==> config.mk <==
export PLATFORM = sky130hd
export DESIGN_NAME = jtc_start
export DESIGN_NICKNAME = d
export VERILOG_FILES = /design/src/rtl/core/jtc_pkg.sv /design/src/rtl/core/jtc_start.sv
export SDC_FILE = /design/constraint.sdc
export NUM_CORES = 2
export LEC_CHECK = 0
export ABC_CLOCK_PERIOD_IN_PS = 9500
export BUFFER_PORTS_ARGS = -buffer_cell sky130_fd_sc_hd__buf_2
export CAP_MARGIN = 20
export CORE_UTILIZATION = 40
export CTS_CLUSTER_DIAMETER = 200
export DETAILED_ROUTE_END_ITERATION = 12
export PLACE_DENSITY_LB_ADDON = 0.1
export SLEW_MARGIN = 20
export SYNTH_ARGS = -nofsm -noshare
export SYNTH_HDL_FRONTEND = slang
export SYNTH_SLANG_ARGS = --single-unit
==> constraint.sdc <==
create_clock -name clk -period 9.5 [get_ports clk]
set_input_delay 0.475 -clock clk [delete_from_list [all_inputs] [get_ports clk]]
set_output_delay 0.475 -clock clk [all_outputs]
set_load 0.05 [all_outputs]
==> src/rtl/core/jtc_pkg.sv <==
`timescale 1ns / 1ps

package jtc_pkg;

  localparam int IMG_WIDTH  = 512;
  localparam int IMG_HEIGHT = 512;
  localparam int MAX_ITER   = 48;

  localparam int PIX_W     = 9;
  localparam int Z_W       = 32;
  localparam int FRAC_BITS = 26;
  localparam int CNT_W     = $clog2(MAX_ITER + 1);

  // signed pixel offset from the image center
  localparam int DX_W = (($clog2(IMG_WIDTH) > PIX_W) ? $clog2(IMG_WIDTH) : PIX_W) + 1;
  localparam int DY_W = (($clog2(IMG_HEIGHT) > PIX_W) ? $clog2(IMG_HEIGHT) : PIX_W) + 1;

  localparam logic [63:0] ESCAPE_MAG2 = 64'd4 << (2 * FRAC_BITS);
  localparam logic [31:0] BLACK_RGBA  = 32'h0000_00FF;

  typedef struct packed {
    logic [Z_W-1:0]   zr;
    logic [Z_W-1:0]   zi;
    logic [CNT_W-1:0] cnt;
    logic             done;
  } jtc_item_t;

  function automatic logic [Z_W-1:0] sat32(input logic signed [63:0] v);
    if (v > 64'sd2147483647) begin
      return 32'h7FFF_FFFF;
    end else if (v < -64'sd2147483648) begin
      return 32'h8000_0000;
    end else begin
      return v[Z_W-1:0];
    end
  endfunction

endpackage

==> src/rtl/core/jtc_start.sv <==
`timescale 1ns / 1ps

module jtc_start (
  input  logic                        clk,
  input  logic                        rst,
  input  logic                        en,
  input  logic                        in_valid,
  input  logic [jtc_pkg::PIX_W-1:0]   pixel_x,
  input  logic [jtc_pkg::PIX_W-1:0]   pixel_y,
  input  logic [30:0]                 step_x,
  input  logic [30:0]                 step_y,
  input  logic signed [31:0]          offset_x,
  input  logic signed [31:0]          offset_y,
  output logic                        out_valid,
  output jtc_pkg::jtc_item_t          item
);
  import jtc_pkg::*;

  logic signed [DX_W-1:0]  dx;
  logic signed [DY_W-1:0]  dy;
  logic                    prod_valid;
  logic signed [DX_W+31:0] prod_x;
  logic signed [DY_W+31:0] prod_y;
  logic signed [DX_W+32:0] sum_x;
  logic signed [DY_W+32:0] sum_y;
  jtc_item_t               item_next;

  assign dx = $signed(DX_W'(pixel_x)) - $signed(DX_W'(IMG_WIDTH / 2));
  assign dy = $signed(DY_W'(pixel_y)) - $signed(DY_W'(IMG_HEIGHT / 2));

  always_ff @(posedge clk) begin
    if (rst) begin
      prod_valid <= 1'b0;
      out_valid  <= 1'b0;
    end else if (en) begin
      prod_valid <= in_valid;
      out_valid  <= prod_valid;
    end
  end

  always_comb begin
    sum_x          = (DX_W+33)'(prod_x) + (DX_W+33)'(offset_x);
    sum_y          = (DY_W+33)'(prod_y) + (DY_W+33)'(offset_y);
    item_next.zr   = sat32(64'(sum_x));
    item_next.zi   = sat32(64'(sum_y));
    item_next.cnt  = '0;
    item_next.done = 1'b0;
  end

  always_ff @(posedge clk) begin
    if (en) begin
      prod_x <= dx * $signed({1'b0, step_x});
      prod_y <= dy * $signed({1'b0, step_y});
      item   <= item_next;
    end
  end

endmodule

==> impl_metrics.env <==
export IMPL_outcome="complete, no violations"
export IMPL_fin_ws_ns=2.28
export IMPL_p_leak_nw=15.7
export IMPL_first_pass_iters=5
export IMPL_hold_ws_ns=0.201
export IMPL_yosysMostFrequentCell="inv_1"
export IMPL_start_kind="primary input"
export IMPL_slowest_stage="buf_2"
export IMPL_first_iter_violations=1256
export IMPL_cp_endpoint="prod_y[39]$_DFFE_PP_"
export IMPL_fin_crit_sh_pct=76.0
export IMPL_grt_pass1_vias=24600
export IMPL_fin_nets=4416
export IMPL_critPathMaxFanout=58
export IMPL_fin_worst_skew_ns=0.0151
export IMPL_r2r_start="prod_y[2]$_DFFE_PP_"
export IMPL_rows=100
export IMPL_arrival_ns=7.40
export IMPL_grt_setup_unrepaired="no"
export IMPL_synth_cell_types=83
export IMPL_cts_made_buffers=17
export IMPL_root_buffer="clkbuf_16"
export IMPL_cpPeakStageDelay_ns=0.78
export IMPL_post_cts_buffers=0
export IMPL_finalMaxSlewViolations=0
export IMPL_area_growth_pct=7.25
export IMPL_p_total_mw=12.3
export IMPL_cp_startpoint="pixel_y[8]"
export IMPL_die_h_um=278
export IMPL_ir_drop_mv=0.229
export IMPL_coreArea_um2=74900
export IMPL_min_path_type="in -> reg"
export IMPL_ys_seq_area_share_pct=14.7
export IMPL_r2r_setup_slack_ns=4.85
export IMPL_netlist_area_um2=30500
export IMPL_power_density_nw_per_um2=375
export IMPL_gp_congestion=0.881
export IMPL_gr_usage_all_layers_pct=21.2
export IMPL_fin_area_um2=32700
export IMPL_grt_first_pass_wirelength_um=132000
export IMPL_tns_ns=0
export IMPL_setup_viol=0
export IMPL_max_freq_mhz=139
export IMPL_cts_tree="done"
export IMPL_cts_resized=0
export IMPL_dp_hpwl_um=66300
export IMPL_synthFlopType="edfxtp_1"
export IMPL_synth_edf_count=148
export IMPL_io_buffer_count=212
export IMPL_grt_overflow=0
export IMPL_cts_max_path_buffers=2
export IMPL_hold_viol=0
export IMPL_crit_chain="buf_2, inv_1, nand2_1, fa_1, fa_1, inv_1, fa_1, fa_1, inv_1, fa_1, inv_1, ha_1, a2111oi_0, o21ai_1, a41oi_1, o21ai_1, o2111ai_1, o21ai_0, a31oi_1, o22ai_1, a311o_1"
export IMPL_synth_common_cells="inv_1, nand2_1, fa_1"
export IMPL_cp_end_kind="flip-flop"
export IMPL_grt_max_degree=86
export IMPL_worst_pin_slew_ns=1.07
export IMPL_ys_top_cells_by_area="fa_1, edfxtp_1, ha_1"
export IMPL_post_route_util_pct=43.6
export IMPL_die_area_um2=77300
export IMPL_placedCellCount=4453
export IMPL_min_period_ns=7.22
export IMPL_required_ns=9.68
export IMPL_clock_sinks=150
export IMPL_drc=0
export IMPL_viasPerCell=5.24
export IMPL_start_util_pct=40.7
export IMPL_crit_type="in -> reg"
export IMPL_htree_levels=4
export IMPL_antenna_found_initial=4
export IMPL_rr_endpoint="item[24]$_SDFFCE_PN1P_"
export IMPL_ant_nets=0
export IMPL_drive_above_1_share_pct=8.36
export IMPL_instances_no_fill=4489
export IMPL_synthCells=3433
export IMPL_min_from="rst"
export IMPL_place_ws_ns=1.93
export IMPL_synth_top_cell_area_share_pct=30.5
export IMPL_slew_limit_headroom_pct=28.6
export IMPL_post_dp_cell_area_um2=32100
export IMPL_clock_latency_ns=0.45
export IMPL_postCtsHoldBufs=0
export IMPL_synth_area_per_cell_um2=8.88
export IMPL_ys_ff_latch=150
export IMPL_wl_per_cell_um=17.8
export IMPL_worstRegToRegCells=11
export IMPL_die_x_um=278
export IMPL_async_reset_ff_share_pct=0
export IMPL_yosysWarnings=0
export IMPL_vias=23500
export IMPL_yosysTopAreaCell="fa_1"
export IMPL_routed_wl_um=80100
export IMPL_io_pins=220
export IMPL_maxCapViolations=0
export IMPL_crit_top_cell="fa_1"
export IMPL_clk_pin_slew_ns=0.06
## registers in the layout, indices dropped and copies added, names as in the netlist
register and flops:
item 64, prod_x 42, prod_y 42, out_valid 1
prod_valid 1
## logic make-up (layout without fill, tap and decap cells)
| kind of cell | after synthesis | after routing | share of synthesized area [%] |
|---|---|---|---|
| AND/OR/NAND/NOR | 1073 | 1073 | 16.8 |
| AO/OA/AOI/OAI | 560 | 560 | 12.3 |
| multiplexers | 3 | 3 | 0.0985 |
| adder cells (fa/ha/maj) | 764 | 764 | 42.8 |
| buffers and inverters | 749 | 826 | 9.45 |
| flip-flops | 150 | 150 | 14.7 |
| other | 1 | 11 | 0.0123 |
| XOR/XNOR | 133 | 133 | 3.84 |
## how the worst min path moves through the flow
stage / endpoint / slack, ns / cells past startpoint
final: out_valid$_SDFFE_PP0P_ / 0.20 / 2
after global routing: out_valid$_SDFFE_PP0P_ / 0.19 / 2
after CTS: out_valid$_SDFFE_PP0P_ / 0.17 / 2
after detailed placement: out_valid$_SDFFE_PP0P_ / 0.50 / 2
after global placement: out_valid$_SDFFE_PP0P_ / 0.47 / 2
after floorplan: prod_valid$_SDFFE_PP0P_ / 0.46 / 2
## where the power goes
| group | switching [mW] | total (mW) | internal, mW |
|---|---|---|---|
| sequential | 0.127 | 1.54 | 1.42 |
| combinational | 6.18 | 10.1 | 3.91 |
| clock | 0.277 | 0.635 | 0.357 |
| total | 6.59 | 12.3 | 5.68 |
## layout make-up
type	instances	area, µm²
Tap cell	969	1210
Clock inverter	12	108
Fill cell	7394	42200
Timing Repair Buffer	218	1120
Sequential cell	150	4480
Clock buffer	19	433
Inverter	577	2170
Multi-Input combinational cell	2540	23200
Antenna cell	4	10.0
## cells in the final DEF, fill, tap and decap left out, types with 5 or more instances in the layout
master     instances
and2_1           167
clkbuf_16         17
buf_2            211
o21bai_1          26
nand3_1           50
a21o_1            78
buf_4              5
o2111ai_1          6
o21ai_0           63
o21a_1            27
a211oi_1          25
nand2b_1          22
xnor2_1           92
edfxtp_1         148
nor2_1           138
inv_1            575
nor3b_1            6
and3_1            17
nor4_1            12
a2111oi_0          7
o211ai_1          30
a31oi_1           14
conb_1             7
a31o_2             5
nor2b_1           61
nor3_1            29
or2_2             19
ha_1             300
o21ai_1           23
a21oi_1          167
nand2_1          486
xor2_1            40
nand4_1           33
o31ai_1           22
or3_1              7
fa_1             464
nand3b_1           6
## layer usage
layer  routed length (µm)  up-vias  global-route usage [%]
li1                     -    11200                       -
met1                40500    11700                    31.7
met2                35000      547                    32.5
met3                 3480       65                    2.59
met4                 1110        0                    4.59
met5                    0        -                       0
## critical path, delay by kind of cell
kind,cells,cell delay [ns]
compound gates,9,2.76
fa+ha+maj,6,2.68
buf+inv,5,1.29
simple gates,1,0.18
Power figures use the tool's default switching activity.
