==> src/rtl/core/jtc_pkg.sv <==
`timescale 1ns / 1ps

package jtc_pkg;

  localparam int IMG_WIDTH  = 512;
  localparam int IMG_HEIGHT = 512;
  localparam int MAX_ITER   = 48;

  localparam int PIX_W     = 9;
  localparam int Z_W       = 32;
  localparam int FRAC_BITS = 26;
  localparam int CNT_W     = $clog2(MAX_ITER + 1);

  // signed pixel offset from the image center
  localparam int DX_W = (($clog2(IMG_WIDTH) > PIX_W) ? $clog2(IMG_WIDTH) : PIX_W) + 1;
  localparam int DY_W = (($clog2(IMG_HEIGHT) > PIX_W) ? $clog2(IMG_HEIGHT) : PIX_W) + 1;

  localparam logic [63:0] ESCAPE_MAG2 = 64'd4 << (2 * FRAC_BITS);
  localparam logic [31:0] BLACK_RGBA  = 32'h0000_00FF;

  typedef struct packed {
    logic [Z_W-1:0]   zr;
    logic [Z_W-1:0]   zi;
    logic [CNT_W-1:0] cnt;
    logic             done;
  } jtc_item_t;

  function automatic logic [Z_W-1:0] sat32(input logic signed [63:0] v);
    if (v > 64'sd2147483647) begin
      return 32'h7FFF_FFFF;
    end else if (v < -64'sd2147483648) begin
      return 32'h8000_0000;
    end else begin
      return v[Z_W-1:0];
    end
  endfunction

endpackage

==> src/rtl/core/jtc_colour.sv <==
`timescale 1ns / 1ps

module jtc_colour (
  input  logic               clk,
  input  logic               rst,
  input  logic               en,
  input  logic               in_valid,
  input  jtc_pkg::jtc_item_t in_item,
  output logic               out_valid,
  output logic [31:0]        rgba,
  output logic [5:0]         iter_count
);
  import jtc_pkg::*;

  localparam int PAL_SIZE  = 48;
  localparam int PAL_IDX_W = $clog2(PAL_SIZE);

  localparam logic [23:0] PALETTE [PAL_SIZE] = '{
    24'h03202F, 24'h041F37, 24'h051C3E, 24'h051746, 24'h06104E, 24'h070756,
    24'h13075E, 24'h210866, 24'h31086E, 24'h430975, 24'h570A7D, 24'h6D0A85,
    24'h840B8D, 24'h950C8C, 24'h9D0C80, 24'hA50D72, 24'hAC0E62, 24'hB40E51,
    24'hBC0F3D, 24'hC40F28, 24'hCC1010, 24'hD42B11, 24'hDC4711, 24'hE46612,
    24'hEB8613, 24'hECA61A, 24'hEDC422, 24'hEDE02A, 24'hE1EE32, 24'hCAEF3A,
    24'hB5EF42, 24'hA2F04A, 24'h91F052, 24'h82F159, 24'h75F261, 24'h69F269,
    24'h71F382, 24'h79F49A, 24'h81F4AF, 24'h89F5C2, 24'h90F6D4, 24'h98F6E3,
    24'hA0F7F1, 24'hA8F2F7, 24'hB0EAF8, 24'hB8E3F9, 24'hC0DEF9, 24'hC7DCFA
  };

  logic [31:0]          cnt_ext;
  logic [PAL_IDX_W-1:0] idx;
  logic [31:0]          rgba_next;

  always_comb begin
    cnt_ext = 32'(in_item.cnt);
    // clamp counts past the end of the palette to its last entry
    if (cnt_ext >= 32'(PAL_SIZE)) begin
      idx = PAL_IDX_W'(PAL_SIZE - 1);
    end else begin
      idx = cnt_ext[PAL_IDX_W-1:0];
    end
    if (cnt_ext == 32'(MAX_ITER)) begin
      rgba_next = BLACK_RGBA;
    end else begin
      rgba_next = {PALETTE[idx], 8'hFF};
    end
  end

  always_ff @(posedge clk) begin
    if (rst) begin
      out_valid <= 1'b0;
    end else if (en) begin
      out_valid <= in_valid;
    end
  end

  always_ff @(posedge clk) begin
    if (en) begin
      rgba       <= rgba_next;
      iter_count <= cnt_ext[5:0];
    end
  end

endmodule

==> config.mk <==
export PLATFORM = sky130hd
export DESIGN_NAME = jtc_colour
export DESIGN_NICKNAME = d
export VERILOG_FILES = /design/src/rtl/core/jtc_pkg.sv /design/src/rtl/core/jtc_colour.sv
export SDC_FILE = /design/constraint.sdc
export NUM_CORES = 1
export LEC_CHECK = 0
export BUFFER_PORTS_ARGS = -buffer_cell sky130_fd_sc_hd__buf_2
export CORE_MARGIN = 3
export CORE_UTILIZATION = 48
export DETAILED_ROUTE_END_ITERATION = 10
export GPL_TIMING_DRIVEN = 0
export HOLD_SLACK_MARGIN = 0.05
export PLACE_DENSITY_LB_ADDON = 0.2
export SLEW_MARGIN = 20
export SYNTH_ARGS = -nofsm -noshare
export SYNTH_HDL_FRONTEND = slang
export SYNTH_SLANG_ARGS = --single-unit
export TNS_END_PERCENT = 50
==> constraint.sdc <==
create_clock -name clk -period 7.15 [get_ports clk]
set_input_delay 1.43 -clock clk [delete_from_list [all_inputs] [get_ports clk]]
set_output_delay 1.43 -clock clk [all_outputs]
set_load 0.1 [all_outputs]
==> impl_metrics.toml <==
[status]
status = "complete, but fails checks"
violations = "DRC"

[cts]
cts_sinks = 31
tritoncts = "done"
numCtsBuffers = 5
path_clk_slew_ns = 0.06
cts_max_path_buffers = 2
postCtsHoldBufs = 0
ctsResizeCount = 0
root_buffer = "clkbuf_8"
htreeDepth = 2
post_cts_buffers = 0
clk-insertion-delay-late_ns = 0.28

[power_and_ir_drop]
p_leak_nw = 1.24
power_frac_comb_pct = 44.4
p_seq_share_pct = 32.8
vdd_drop_max_mv = 0.132
internal_power_uw = 370
total_power_uw = 687
p_per_area_nw_per_um2 = 226
power.switching_uw = 317
p_sw_share_pct = 46.1
power_frac_clock_pct = 22.8

[sta]
max-slew-margin-rel_pct = 26.2
layout_min_cycle_time_ns = 4.85
worst_pin_slew_ns = 1.10
hold_viol = 0
finalCritPeriodShare_pct = 67.8
tns_ns = 0
setup_violations = 0
slew_viol_final = 0
fin_skew_ns = 0
rsz0062_at_grt = "false"
worst_hold_slack_ns = 0.503
max_freq_mhz = 206

[flow_run]
cap_violations = 0

[synth]
yosysSeqAreaShare_pct = 35.1
syn_inst = 294
synthFlopType = "edfxtp_1"
syn_area_sq_um = 2620
async_flop_share_pct = 0
synth_seq_cells = 31
synth_area_per_cell_sq_um = 8.91
synthDistinctLibCells = 57
ys_warn_count = 0
synth_edf_count = 30

[min_path]
hp-class = "flip-flop to flip-flop"

[grt]
met2_usage_pct = 41.0
grt.overflow.total = 0
antenna_found_initial = 0
grt_pass1_vias = 2524
grtUsageTotal_pct = 28.1
grt_max_degree = 32
grt_pass1_wl_microns = 13400
grtUsageMet1_pct = 36.2
grt_busiest_layer = "met2"
met3_usage_pct = 8.80

[setup_path]
slowest_delay_ns = 0.88
path_class = "primary input to flip-flop"
cp_max_fo = 10
worstPathCellList = "buf_2 -> buf_6 -> buf_4 -> inv_1 -> buf_2 -> o21ai_0 -> inv_1 -> ha_1 -> clkbuf_1 -> a21oi_1 -> a31oi_1 -> or3_1 -> a21oi_1"
critPathRequiredTime_ns = 7.29
cp-start-kind = "primary input"
rrSetupSlack_ns = 6.57
cpMaxStageDelayCell = "o21ai_0"
cp-end-kind = "flip-flop"
crit_arrival_ns = 4.98

[placement]
io_buffers = 40
gp_congestion = 1.05
placed_area_sq_um = 2930
post-dp-hpwl_microns = 6130

[floorplanning]
core_sq_um = 5200
fp.dieW_microns = 79.9
num_rows = 26
pin_count = 114
dieArea_sq_um = 6380
initial_utilization_pct = 50.3
die_h_microns = 79.9

[layout]
fin_nets = 436
area_delta_synth_final_pct = 15.8
drive_above_1_share_pct = 25.8
antennaDiodeCount = 0
design_area_sq_um = 3030

[routing]
via_per_inst = 6.55
first_iter_violations = 464
drtPass1Iterations = 11
routed_wl_microns = 8960
wl_per_cell_microns = 21.4
via_count = 2745
ant_nets = 0
drc = 1
-- per-stage QoR --
stage          instances  setup WS (ns)  utilization [%]
2_1_floorplan        301           3.22                -
3_3_place_gp         411           2.13             56.4
3_5_place_dp         411           2.24             56.4
4_1_cts              419           2.52             58.3
5_1_grt              419           2.22             58.3
6_report             419           2.30             58.3
-- cells in the mapped netlist, drive strengths merged (2+ instances only) --
cell type	instances	area [sq um]
a211o	2	17.5
a211oi	7	62.6
a21boi	3	22.5
a21o	2	16.3
a21oi	30	161
a221oi	2	17.5
a22o	2	17.5
a31oi	7	43.8
and3	2	12.5
buf	34	244
clkbuf	4	15.0
edfxtp	30	901
ha	13	163
inv	9	33.8
mux2	2	22.5
mux2i	8	80.1
nand2	21	78.8
nand2b	8	50.1
nand3	6	30.0
nor2	15	56.3
nor2b	6	37.5
nor3	6	30.0
nor3b	2	15.0
nor4	4	25.0
o211ai	4	30.0
o21a	3	22.5
o21ai	27	135
o221ai	2	17.5
o22ai	5	31.3
o311ai	4	35.0
o31ai	2	15.0
or2	3	18.8
or3	3	18.8
or3b	2	17.5
-- state kept, by name, indices dropped and copies added, names as in the netlist --
name / cells
rgba: 24
iter_count: 6
out_valid: 1
-- layout by cell type (no fill, tap or decap), types with 5 or more instances in the layout --
cell      count
a31oi_1       7
buf_6         6
nand2b_1      8
edfxtp_1     30
nor2_1       15
clkbuf_1      5
buf_2        52
clkbuf_8      7
ha_1         13
a21oi_1      29
nor3_1        6
buf_4        15
mux2i_1       8
inv_1         8
o21ai_0      27
o22ai_1       5
nor2b_1       6
nand3_1       6
conb_1        8
nand2_1      21
a211oi_1      5
-- cell type report --
type / instances / area [sq um]
timing repair buffer: 40 / 200
sequential: 31 / 921
fill: 468 / 2170
inverter: 10 / 37.5
multi-input combinational: 222 / 1430
buffer: 38 / 259
clock buffer: 8 / 100
tap: 70 / 87.6
-- worst max-delay path: cells and delay by family --
kind / cells / cell delay (ns)
buf+inv: 7 / 1.48
compound gates: 4 / 1.31
simple gates: 1 / 0.41
fa+ha+maj: 1 / 0.33
-- final timing paths --
kind,end,start,cells past startpoint
hold reg to reg,out_valid$_SDFFE_PP0P_,out_valid$_SDFFE_PP0P_,2
setup / recovery,rgba[24]$_SDFFCE_PP0P_,in_item[5],13
hold / removal,out_valid$_SDFFE_PP0P_,out_valid$_SDFFE_PP0P_,2
setup reg to reg,out_valid$_SDFFE_PP0P_,out_valid$_SDFFE_PP0P_,2
-- metal layers --
layer	share of wire (%)	wire, microns
met1	37	3350
met4	7.7	688
met3	14	1300
met5	0	0
met2	40	3620
-- power groups by stage --
stage                     Combinational (mW)  Sequential, mW  Clock [mW]
after floorplan                        0.109           0.364           0
after global placement                 0.299           0.229           0
after detailed placement               0.298           0.230           0
after CTS                              0.299           0.226       0.157
after global routing                   0.315           0.227       0.167
final                                  0.305           0.225       0.156
-- kinds of logic (layout without fill, tap and decap cells) --
| kind of cell | Yosys count | after routing | share of synthesized area, % |
|---|---|---|---|
| AO/OA/AOI/OAI | 110 | 110 | 27.5 |
| XOR/XNOR | 1 | 1 | 0.334 |
| adder cells (fa/ha/maj) | 13 | 13 | 6.21 |
| buffers and inverters | 48 | 96 | 11.3 |
| flip-flops | 31 | 31 | 35.1 |
| multiplexers | 10 | 10 | 3.92 |
| other | 1 | 8 | 0.143 |
| AND/OR/NAND/NOR | 80 | 80 | 15.5 |
(Power assumes the default switching activity.)
